## src/rtl/assert_macros.svh

```systemverilog
// Assertion macros used by the interpolator controller.
`ifndef ASSERT_MACROS_SVH
`define ASSERT_MACROS_SVH

// Checked at every rising clock edge while reset is released.
`define PLI_ASSERT(label, prop, msg) \
  label: assert property (@(posedge clk_i) disable iff (!rst_ni) (prop)) else $error(msg);

// Checked at every rising clock edge, also during reset.
`define PLI_ASSERT_ALWAYS(label, prop, msg) \
  label: assert property (@(posedge clk_i) (prop)) else $error(msg);

`endif

```

## src/rtl/pli_pkg.sv

```systemverilog
// Shared types and constants of the piecewise linear interpolator.
package pli_pkg;

  localparam int unsigned DIV_STEPS = 64;
  localparam int unsigned DIV_CW    = 6;
  localparam int unsigned CNT_W     = 5;

  localparam logic CMD_LOAD = 1'b0;
  localparam logic CMD_EVAL = 1'b1;

  typedef enum logic [1:0] {
    OUT_ZERO   = 2'd0,
    OUT_ERR    = 2'd1,
    OUT_INTERP = 2'd2
  } out_kind_e;

  typedef enum logic [6:0] {
    S_IDLE    = 7'b0000001,
    S_RDLAST  = 7'b0000010,
    S_CHKLAST = 7'b0000100,
    S_SCAN    = 7'b0001000,
    S_MUL     = 7'b0010000,
    S_DIV     = 7'b0100000,
    S_DONE    = 7'b1000000
  } state_e;

  typedef struct packed {
    logic      capture;
    logic      wr_en;
    logic      rd_en;
    logic      save_prev;
    logic      mul_start;
    logic      div_step;
    logic      out_load;
    out_kind_e out_kind;
  } ctl_cmd_t;

  typedef struct packed {
    logic above_rd;
    logic below_rd;
    logic seg_hit;
  } dp_status_t;

endpackage

```

## src/rtl/pli_dpath.sv

```systemverilog
// Datapath: breakpoint memory, segment compares, multiplier, divider, output register.
module pli_dpath #(
  parameter int unsigned MAX_POINTS = 16,
  parameter int unsigned IW         = 4
) (
  input  logic                clk_i,
  input  pli_pkg::ctl_cmd_t   cmd_i,
  input  logic [IW-1:0]       rd_addr_i,
  input  logic [3:0]          point_index_i,
  input  logic signed [31:0]  point_x_i,
  input  logic signed [31:0]  point_y_i,
  input  logic signed [31:0]  query_x_i,
  output pli_pkg::dp_status_t status_o,
  output logic signed [31:0]  result_y_o,
  output logic                err_o
);
  import pli_pkg::*;

  logic signed [31:0] mem_x [MAX_POINTS];
  logic signed [31:0] mem_y [MAX_POINTS];

  logic signed [31:0] q_q, rd_x_q, rd_y_q, prev_x_q, prev_y_q, y0_q;
  logic        [63:0] dvd_q;
  logic        [31:0] rem_q, dx_q;
  logic               dxz_q, neg_q;
  logic signed [31:0] res_q;
  logic               err_q;

  logic               idx_ok;
  logic signed [32:0] dx, tt, dy, dy_mag;
  logic        [32:0] shifted, diff;
  logic               fits;
  logic signed [31:0] step, interp;

  assign idx_ok = 32'(point_index_i) < MAX_POINTS;

  always_ff @(posedge clk_i) begin
    if (cmd_i.wr_en && idx_ok) begin
      mem_x[IW'(point_index_i)] <= point_x_i;
      mem_y[IW'(point_index_i)] <= point_y_i;
    end
    if (cmd_i.rd_en) begin
      rd_x_q <= mem_x[rd_addr_i];
      rd_y_q <= mem_y[rd_addr_i];
    end
  end

  assign status_o.above_rd = q_q > rd_x_q;
  assign status_o.below_rd = q_q < rd_x_q;
  assign status_o.seg_hit  = (prev_x_q <= q_q) && (q_q <= rd_x_q);

  always_comb begin
    dx      = 33'(rd_x_q) - 33'(prev_x_q);
    tt      = 33'(q_q) - 33'(prev_x_q);
    dy      = 33'(rd_y_q) - 33'(prev_y_q);
    dy_mag  = dy[32] ? -dy : dy;
    shifted = {rem_q, dvd_q[63]};
    diff    = shifted - {1'b0, dx_q};
    fits    = shifted >= {1'b0, dx_q};
    step    = neg_q ? -$signed(dvd_q[31:0]) : $signed(dvd_q[31:0]);
    interp  = dxz_q ? y0_q : y0_q + step;
  end

  always_ff @(posedge clk_i) begin
    if (cmd_i.capture) q_q <= query_x_i;
    if (cmd_i.save_prev) begin
      prev_x_q <= rd_x_q;
      prev_y_q <= rd_y_q;
    end
    if (cmd_i.mul_start) begin
      dvd_q <= 64'(tt[31:0]) * 64'(dy_mag[31:0]);
      rem_q <= '0;
      dx_q  <= dx[31:0];
      dxz_q <= dx == '0;
      neg_q <= dy[32];
      y0_q  <= prev_y_q;
    end else if (cmd_i.div_step) begin
      rem_q <= fits ? diff[31:0] : shifted[31:0];
      dvd_q <= {dvd_q[62:0], fits};
    end
    if (cmd_i.out_load) begin
      case (cmd_i.out_kind)
        OUT_INTERP: begin
          res_q <= interp;
          err_q <= 1'b0;
        end
        OUT_ERR: begin
          res_q <= '0;
          err_q <= 1'b1;
        end
        default: begin
          res_q <= '0;
          err_q <= 1'b0;
        end
      endcase
    end
  end

  assign result_y_o = res_q;
  assign err_o      = err_q;

endmodule

```

## src/rtl/pli_ctrl.sv

```systemverilog
// Controller: sequencing of load, range check, segment scan, multiply and divide.
`include "assert_macros.svh"
module pli_ctrl #(
  parameter int unsigned MAX_POINTS = 16,
  parameter int unsigned IW         = 4
) (
  input  logic                clk_i,
  input  logic                rst_ni,
  input  logic                cfg_we_i,
  input  logic [4:0]          cfg_wdata_i,
  input  logic                in_valid_i,
  output logic                in_ready_o,
  input  logic                in_cmd_i,
  output logic                out_valid_o,
  input  logic                out_ready_i,
  input  pli_pkg::dp_status_t status_i,
  output pli_pkg::ctl_cmd_t   cmd_o,
  output logic [IW-1:0]       rd_addr_o
);
  import pli_pkg::*;

  localparam int unsigned CW = ($clog2(MAX_POINTS + 1) > CNT_W) ?
                               $clog2(MAX_POINTS + 1) : CNT_W;

  state_e          state_q, state_d;
  logic [CNT_W-1:0] count_q;
  logic [IW-1:0]   k_q, k_d;
  logic [DIV_CW-1:0] dcnt_q, dcnt_d;
  out_kind_e       kind_q, kind_d;
  logic            out_valid_q, out_valid_d;
  logic [CW-1:0]   n_clamp;
  logic [IW-1:0]   last_idx;
  logic            accept, slot_free;

  always_comb begin
    n_clamp = CW'(count_q);
    if (n_clamp < CW'(2)) n_clamp = CW'(2);
    if (n_clamp > CW'(MAX_POINTS)) n_clamp = CW'(MAX_POINTS);
  end
  assign last_idx = IW'(n_clamp - CW'(1));

  assign in_ready_o = state_q == S_IDLE;
  assign accept     = in_valid_i && in_ready_o;
  assign slot_free  = !out_valid_q || out_ready_i;

  always_comb begin
    state_d   = state_q;
    k_d       = k_q;
    dcnt_d    = dcnt_q;
    kind_d    = kind_q;
    cmd_o     = '0;
    cmd_o.out_kind = kind_q;
    rd_addr_o = k_q;
    case (state_q)
      S_IDLE: begin
        if (accept) begin
          if (in_cmd_i == CMD_LOAD) begin
            cmd_o.wr_en = 1'b1;
            kind_d      = OUT_ZERO;
            state_d     = S_DONE;
          end else begin
            cmd_o.capture = 1'b1;
            state_d       = S_RDLAST;
          end
        end
      end
      S_RDLAST: begin
        cmd_o.rd_en = 1'b1;
        rd_addr_o   = last_idx;
        state_d     = S_CHKLAST;
      end
      S_CHKLAST: begin
        if (status_i.above_rd) begin
          kind_d  = OUT_ERR;
          state_d = S_DONE;
        end else begin
          cmd_o.rd_en = 1'b1;
          rd_addr_o   = '0;
          k_d         = '0;
          state_d     = S_SCAN;
        end
      end
      S_SCAN: begin
        if (k_q == '0 && status_i.below_rd) begin
          kind_d  = OUT_ERR;
          state_d = S_DONE;
        end else if (k_q != '0 && status_i.seg_hit) begin
          state_d = S_MUL;
        end else if (k_q == last_idx) begin
          kind_d  = OUT_ERR;
          state_d = S_DONE;
        end else begin
          cmd_o.save_prev = 1'b1;
          cmd_o.rd_en     = 1'b1;
          rd_addr_o       = k_q + IW'(1);
          k_d             = k_q + IW'(1);
        end
      end
      S_MUL: begin
        cmd_o.mul_start = 1'b1;
        dcnt_d          = '0;
        state_d         = S_DIV;
      end
      S_DIV: begin
        cmd_o.div_step = 1'b1;
        dcnt_d         = dcnt_q + DIV_CW'(1);
        if (dcnt_q == DIV_CW'(DIV_STEPS - 1)) begin
          kind_d  = OUT_INTERP;
          state_d = S_DONE;
        end
      end
      S_DONE: begin
        if (slot_free) begin
          cmd_o.out_load = 1'b1;
          state_d        = S_IDLE;
        end
      end
      default: state_d = S_IDLE;
    endcase
  end

  always_comb begin
    out_valid_d = out_valid_q;
    if (cmd_o.out_load) out_valid_d = 1'b1;
    else if (out_ready_i) out_valid_d = 1'b0;
  end

  always_ff @(posedge clk_i or negedge rst_ni) begin
    if (!rst_ni) begin
      state_q     <= S_IDLE;
      count_q     <= CNT_W'(2);
      k_q         <= '0;
      dcnt_q      <= '0;
      kind_q      <= OUT_ZERO;
      out_valid_q <= 1'b0;
    end else begin
      state_q     <= state_d;
      k_q         <= k_d;
      dcnt_q      <= dcnt_d;
      kind_q      <= kind_d;
      out_valid_q <= out_valid_d;
      if (cfg_we_i) count_q <= cfg_wdata_i;
    end
  end

  assign out_valid_o = out_valid_q;

  `PLI_ASSERT(a_rd_in_table, cmd_o.rd_en |-> rd_addr_o <= last_idx, "read beyond active table")
  `PLI_ASSERT(a_div_full, (state_q == S_DONE && $past(state_q == S_DIV)) |-> $past(dcnt_q == DIV_CW'(DIV_STEPS - 1)), "divide left early")
  `PLI_ASSERT(a_out_from_done, $rose(out_valid_q) |-> $past(state_q == S_DONE), "result without completion")

endmodule

```

## src/rtl/piecewise_linear_interpolator.sv

```systemverilog
// Top level of the piecewise linear interpolator with its breakpoint table.
// A load request writes one point; an evaluate request reads the last and first points,
// scans one breakpoint a cycle, then does a multiply and a bit-serial divide.
// Throughput: one request at a time; the next is accepted after the result is registered.
// Async active-low reset clears control state and sets point_count to 2; table is unset.
module piecewise_linear_interpolator #(
  parameter int unsigned MAX_POINTS = 16
) (
  input  logic         clk_i,
  input  logic         rst_ni,
  input  logic         cfg_we_i,
  input  logic [4:0]   cfg_wdata_i,
  input  logic         s_axis_tvalid,
  output logic         s_axis_tready,
  // [3:0] point_index, [35:4] point_x, [67:36] point_y, [99:68] query_x, rest zero
  input  logic [103:0] s_axis_tdata,
  // [0] cmd
  input  logic         s_axis_tuser,
  output logic         m_axis_tvalid,
  input  logic         m_axis_tready,
  // [31:0] result_y
  output logic [31:0]  m_axis_tdata,
  // [0] status
  output logic         m_axis_tuser
);
  import pli_pkg::*;

  // Address width of the breakpoint memory.
  localparam int unsigned IW = $clog2(MAX_POINTS);

  ctl_cmd_t         cmd;
  dp_status_t       status;
  logic [IW-1:0]    rd_addr;
  logic signed [31:0] result_y;
  logic             err;

  // The controller sequences every request; the datapath holds the table
  // and the arithmetic and reports only compare results back.
  pli_ctrl #(.MAX_POINTS(MAX_POINTS), .IW(IW)) u_ctrl (
    .clk_i       (clk_i),
    .rst_ni      (rst_ni),
    .cfg_we_i    (cfg_we_i),
    .cfg_wdata_i (cfg_wdata_i),
    .in_valid_i  (s_axis_tvalid),
    .in_ready_o  (s_axis_tready),
    .in_cmd_i    (s_axis_tuser),
    .out_valid_o (m_axis_tvalid),
    .out_ready_i (m_axis_tready),
    .status_i    (status),
    .cmd_o       (cmd),
    .rd_addr_o   (rd_addr)
  );

  pli_dpath #(.MAX_POINTS(MAX_POINTS), .IW(IW)) u_dpath (
    .clk_i         (clk_i),
    .cmd_i         (cmd),
    .rd_addr_i     (rd_addr),
    .point_index_i (s_axis_tdata[3:0]),
    .point_x_i     (s_axis_tdata[35:4]),
    .point_y_i     (s_axis_tdata[67:36]),
    .query_x_i     (s_axis_tdata[99:68]),
    .status_o      (status),
    .result_y_o    (result_y),
    .err_o         (err)
  );

  assign m_axis_tdata = result_y;
  assign m_axis_tuser = err;

endmodule
```

## config.mk

```make
export PLATFORM = sky130hd
export DESIGN_NAME = piecewise_linear_interpolator
export DESIGN_NICKNAME = d
export VERILOG_FILES = /design/src/rtl/pli_pkg.sv /design/src/rtl/pli_dpath.sv /design/src/rtl/pli_ctrl.sv /design/src/rtl/piecewise_linear_interpolator.sv
export VERILOG_INCLUDE_DIRS = /design/src /design/src/rtl
export SDC_FILE = /design/constraint.sdc
export NUM_CORES = 2
export LEC_CHECK = 0
export BUFFER_PORTS_ARGS = -buffer_cell sky130_fd_sc_hd__buf_2
export CORE_ASPECT_RATIO = 0.5
export CORE_MARGIN = 2
export CORE_UTILIZATION = 65
export DETAILED_ROUTE_END_ITERATION = 6
export GPL_ROUTABILITY_DRIVEN = 0
export GPL_TIMING_DRIVEN = 0
export PLACE_DENSITY_LB_ADDON = 0.25
export SLEW_MARGIN = 25
export SYNTH_ARGS = -nofsm -noshare
export SYNTH_HDL_FRONTEND = slang
export SYNTH_SLANG_ARGS = --single-unit
```

## constraint.sdc

```tcl
create_clock -name clk_i -period 17.2 [get_ports clk_i]
set_input_delay 3.44 -clock clk_i [delete_from_list [all_inputs] [get_ports clk_i]]
set_output_delay 3.44 -clock clk_i [all_outputs]
set_load 0.05 [all_outputs]
```

==> out/results.txt <==
The run finished, with violations left. The checks that failed: DRC. The logs give 0 for the final hold violation count and 0 for the count of synthesis-stage warnings from yosys. The kind of critical path was flip-flop to flip-flop. The post-CTS resize count is 0.

Cell type group with the largest total delay on the critical path: adder cells. The tools report the type of destination of the critical path as a flip-flop. The routed length on met3 is 47000 µm.

Summing all placed instances gives a cell area of 101000 µm². The worst setup path is launched from a flip-flop. The detailed router put a total of 102000 µm of wire on met1.

The proportion of register bits with asynchronous set or reset after synthesis is 1.78%, and the sum of net half-perimeters after detailed placement is 221000 µm. The total track usage was 38.8%. For the initial core utilization, the log shows 65.6%. Clock-pin slew was measured on the worst setup and hold paths at 0.07 ns. The die is 276 µm tall.

In the final layout, the registers with the most flip-flops are u_dpath.mem_x x512, u_dpath.mem_y x512, u_dpath.dvd_q x64. The path type of the worst min-delay path is flip-flop to flip-flop. The mean routed wirelength per cell came out at 26.0 µm. Setup violations remaining at the end of the flow were counted as 0.

The final period utilization is 84.9%, and the post-synthesis net count is 10.3k. For this run, the leading register cell type out of synthesis is sky130_fd_sc_hd__edfxtp_1. Clock tree synthesis inserted a total of 121 buffers. The horizontal die dimension came out at 547 µm.

The cell with the most instances after synthesis was sky130_fd_sc_hd__nand2_1. Using the TritonRoute via totals, the vias-per-cell ratio works out to 6.43. The die covers 151000 µm². The number of vias after detailed routing is 72.4k, and the remaining number of nets flagged by the antenna check after routing is 0.

The largest single stage delay on the critical path is 0.99 ns. The number of synthesized flops with an enable pin came out at 1347. Slowest stage cell on the critical path: sky130_fd_sc_hd__clkbuf_1. Max-cap violations in this run came to 0. The worst path needs 14.60 ns of the cycle, external delays included. The clock root buffer is sky130_fd_sc_hd__clkbuf_16. The share of synthesized area in the top cell type comes to 42.2%. The clock tree skew after final layout is 0.0728 ns. The dominant combinational cell family by area after synthesis was adder cells. For the data arrival time of the critical path, the log shows 15.01 ns. The sequential element share of the synthesized area is 43.5%. The run gives 146000 µm² as the total core area.

The synthesized area per cell was 10.9 µm²; the total non-filler cell area in the finished layout was 105000 µm². The run gives 9859 as the number of inserted filler cells in the final layout. The tools report the aggregate global routing overflow as 0. The initialized floorplan defines 99 standard-cell rows. The maximum number of pins on one net before global-route repair was 75. The synthesized netlist occupies a cell area of 95900 µm².

The XOR/XNOR share of the synthesized area came out at 2.75%. Setup repair after global routing left no endpoint under its margin. Detailed routing placed a total of 123000 µm of wire on met2. The number of cells on the worst hold path is 0, and the sum of routed wire length over all layers is 293000 µm.

In the synthesized netlist, the number of instances is 8797. In this run the post-CTS setup repair buffer count came out at 0. The area growth from synthesis to layout is 9.80%.

The wire length of the first global-routing pass is 431000 µm, and the post-detailed-route DRC marker count is 77. The mux cell area share after synthesis came out at 1.73%. TritonCTS built the clock tree. The number of buffers inserted for hold repair after clock tree synthesis is 0. The topmost layer with routed signal wires was met5. The final layout contains 10.6k nets. Adding up every negative setup slack in the final design gives 0 ns. After the first detailed-routing iteration, the DRC count stood at 11.3k. The count of buffering cells on the critical path with inverters included works out to 3. After synthesis, the netlist uses 94 different library cells. Summing the areas of all and, or, nand and nor instances in the mapped netlist gives 11.9% of the synthesized area.

The maximum buffer depth of the clock tree is 3, and the top fanout value on the critical path is 10. The top-level port count was 150; the via count of the first global-routing pass was 70.7k. Logic depth of the worst setup path including buffers: 38. The biggest area contributor in the post-synthesis netlist is sky130_fd_sc_hd__edfxtp_1.

The synthesized netlist devotes 24.8% of its cell area to adder and majority cells. The post-route netlist has 7.01% of its cells at a drive strength greater than 1. The first detailed-routing pass took 7 iterations. Summing the areas of all compound-gate instances in the mapped netlist gives 8.90% of the synthesized area. Port buffering added 145 buffers. In this design, the critical path's most frequently occurring cell is sky130_fd_sc_hd__fa_1. Ranked by total cell area, the synthesized netlist is headed by sky130_fd_sc_hd__edfxtp_1, sky130_fd_sc_hd__fa_1, sky130_fd_sc_hd__ha_1. Sorting the synthesized cells by how often they occur yields sky130_fd_sc_hd__nand2_1, sky130_fd_sc_hd__edfxtp_1, sky130_fd_sc_hd__inv_1. For the max-slew violation count, the log shows 0. For the pin with the worst max-slew slack, the measured transition is 1.29 ns. Counting cells, the worst reg-to-reg path comes to 38.

The later pin in the worst-skew pair is clocked with a latency of 0.79 ns. The number of levels in the clock H-tree was 3; the required arrival time at the worst endpoint was 17.60 ns. The tools report the clock sink count as 1404.

The logs give 29 for the number of antenna violations at the first check in global routing and 68.5 MHz for the highest clock rate. The register bit total from synthesis was 1404. Measured against its own limit, the worst slew margin works out to 13.8%.
per-layer routing:
layer / vias up / track usage, %
met2: 5830 / 57.1
met4: 14 / 21.1
met1: 35000 / 50.1
met3: 1242 / 14.9
li1: 30300 / -
met5: - / 0.580
cell families after synthesis:
group | count (synthesis)
mux | 165
buf+inv | 1590
simple gates | 2680
xor+xnor | 293
flops | 1404
fa+ha+maj | 1361
compound gates | 1304
cell usage in the layout (no fill, tap or decap), drive strengths merged, types with 42 or more instances in the layout:
cell and n:
a22oi 65, a221o 42, o21ai 226, fa 901, clkbuf 422, and2 78
mux2i 158, inv 1177, a21oi 481, ha 460, clkinv 66, nand2 1488
edfxtp 1347, nor2b 51, xor2 109, buf 371, nand2b 73, nand3 241
xnor2 184, nor2 527, nor3 58, a21o 104
layout make-up:
type / instances / area [µm²] / area share [%]
multi-input cells: 5803 / 48600 / 46.2
repair buffers: 236 / 2270 / 2.16
flip-flops and latches: 1404 / 41700 / 39.6
diodes: 22 / 55.1 / 0.0523
plain buffers: 415 / 1700 / 1.61
clock inverters: 87 / 902 / 0.857
inverters: 1175 / 4420 / 4.20
well taps: 1969 / 2460 / 2.34
clock buffers: 142 / 3140 / 2.98
metrics by stage:
stage / utilization [%] / instances / hold WS [ns] / setup WS [ns]
2_1_floorplan: - / 8797 / 0.426 / 6.41
3_3_place_gp: 67.8 / 10900 / 0.431 / 2.76
3_5_place_dp: 69.2 / 11000 / 0.434 / 3.46
4_1_cts: 71.9 / 11200 / 0.450 / 3.33
5_1_grt: 72.0 / 11200 / 0.461 / 2.42
6_report: 72.0 / 11300 / 0.449 / 2.60
final timing paths:
kind,startpoint,endpoint,slack (ns)
max in group asynchronous,rst_ni,u_ctrl.state_q[5],14.04
worst max register to register,u_dpath.prev_y_q[0],u_dpath.dvd_q[63],2.60
min in group asynchronous,rst_ni,u_ctrl.dcnt_q[5],2.71
worst min register to register,u_dpath.prev_y_q[10],u_dpath.y0_q[10],0.45
worst max-delay path,u_dpath.prev_y_q[0],u_dpath.dvd_q[63],2.60
worst min-delay path,u_dpath.prev_y_q[10],u_dpath.y0_q[10],0.45
Power is not shown: default switching activity piles up to over one toggle a cycle in this logic, so the estimate is an artifact.
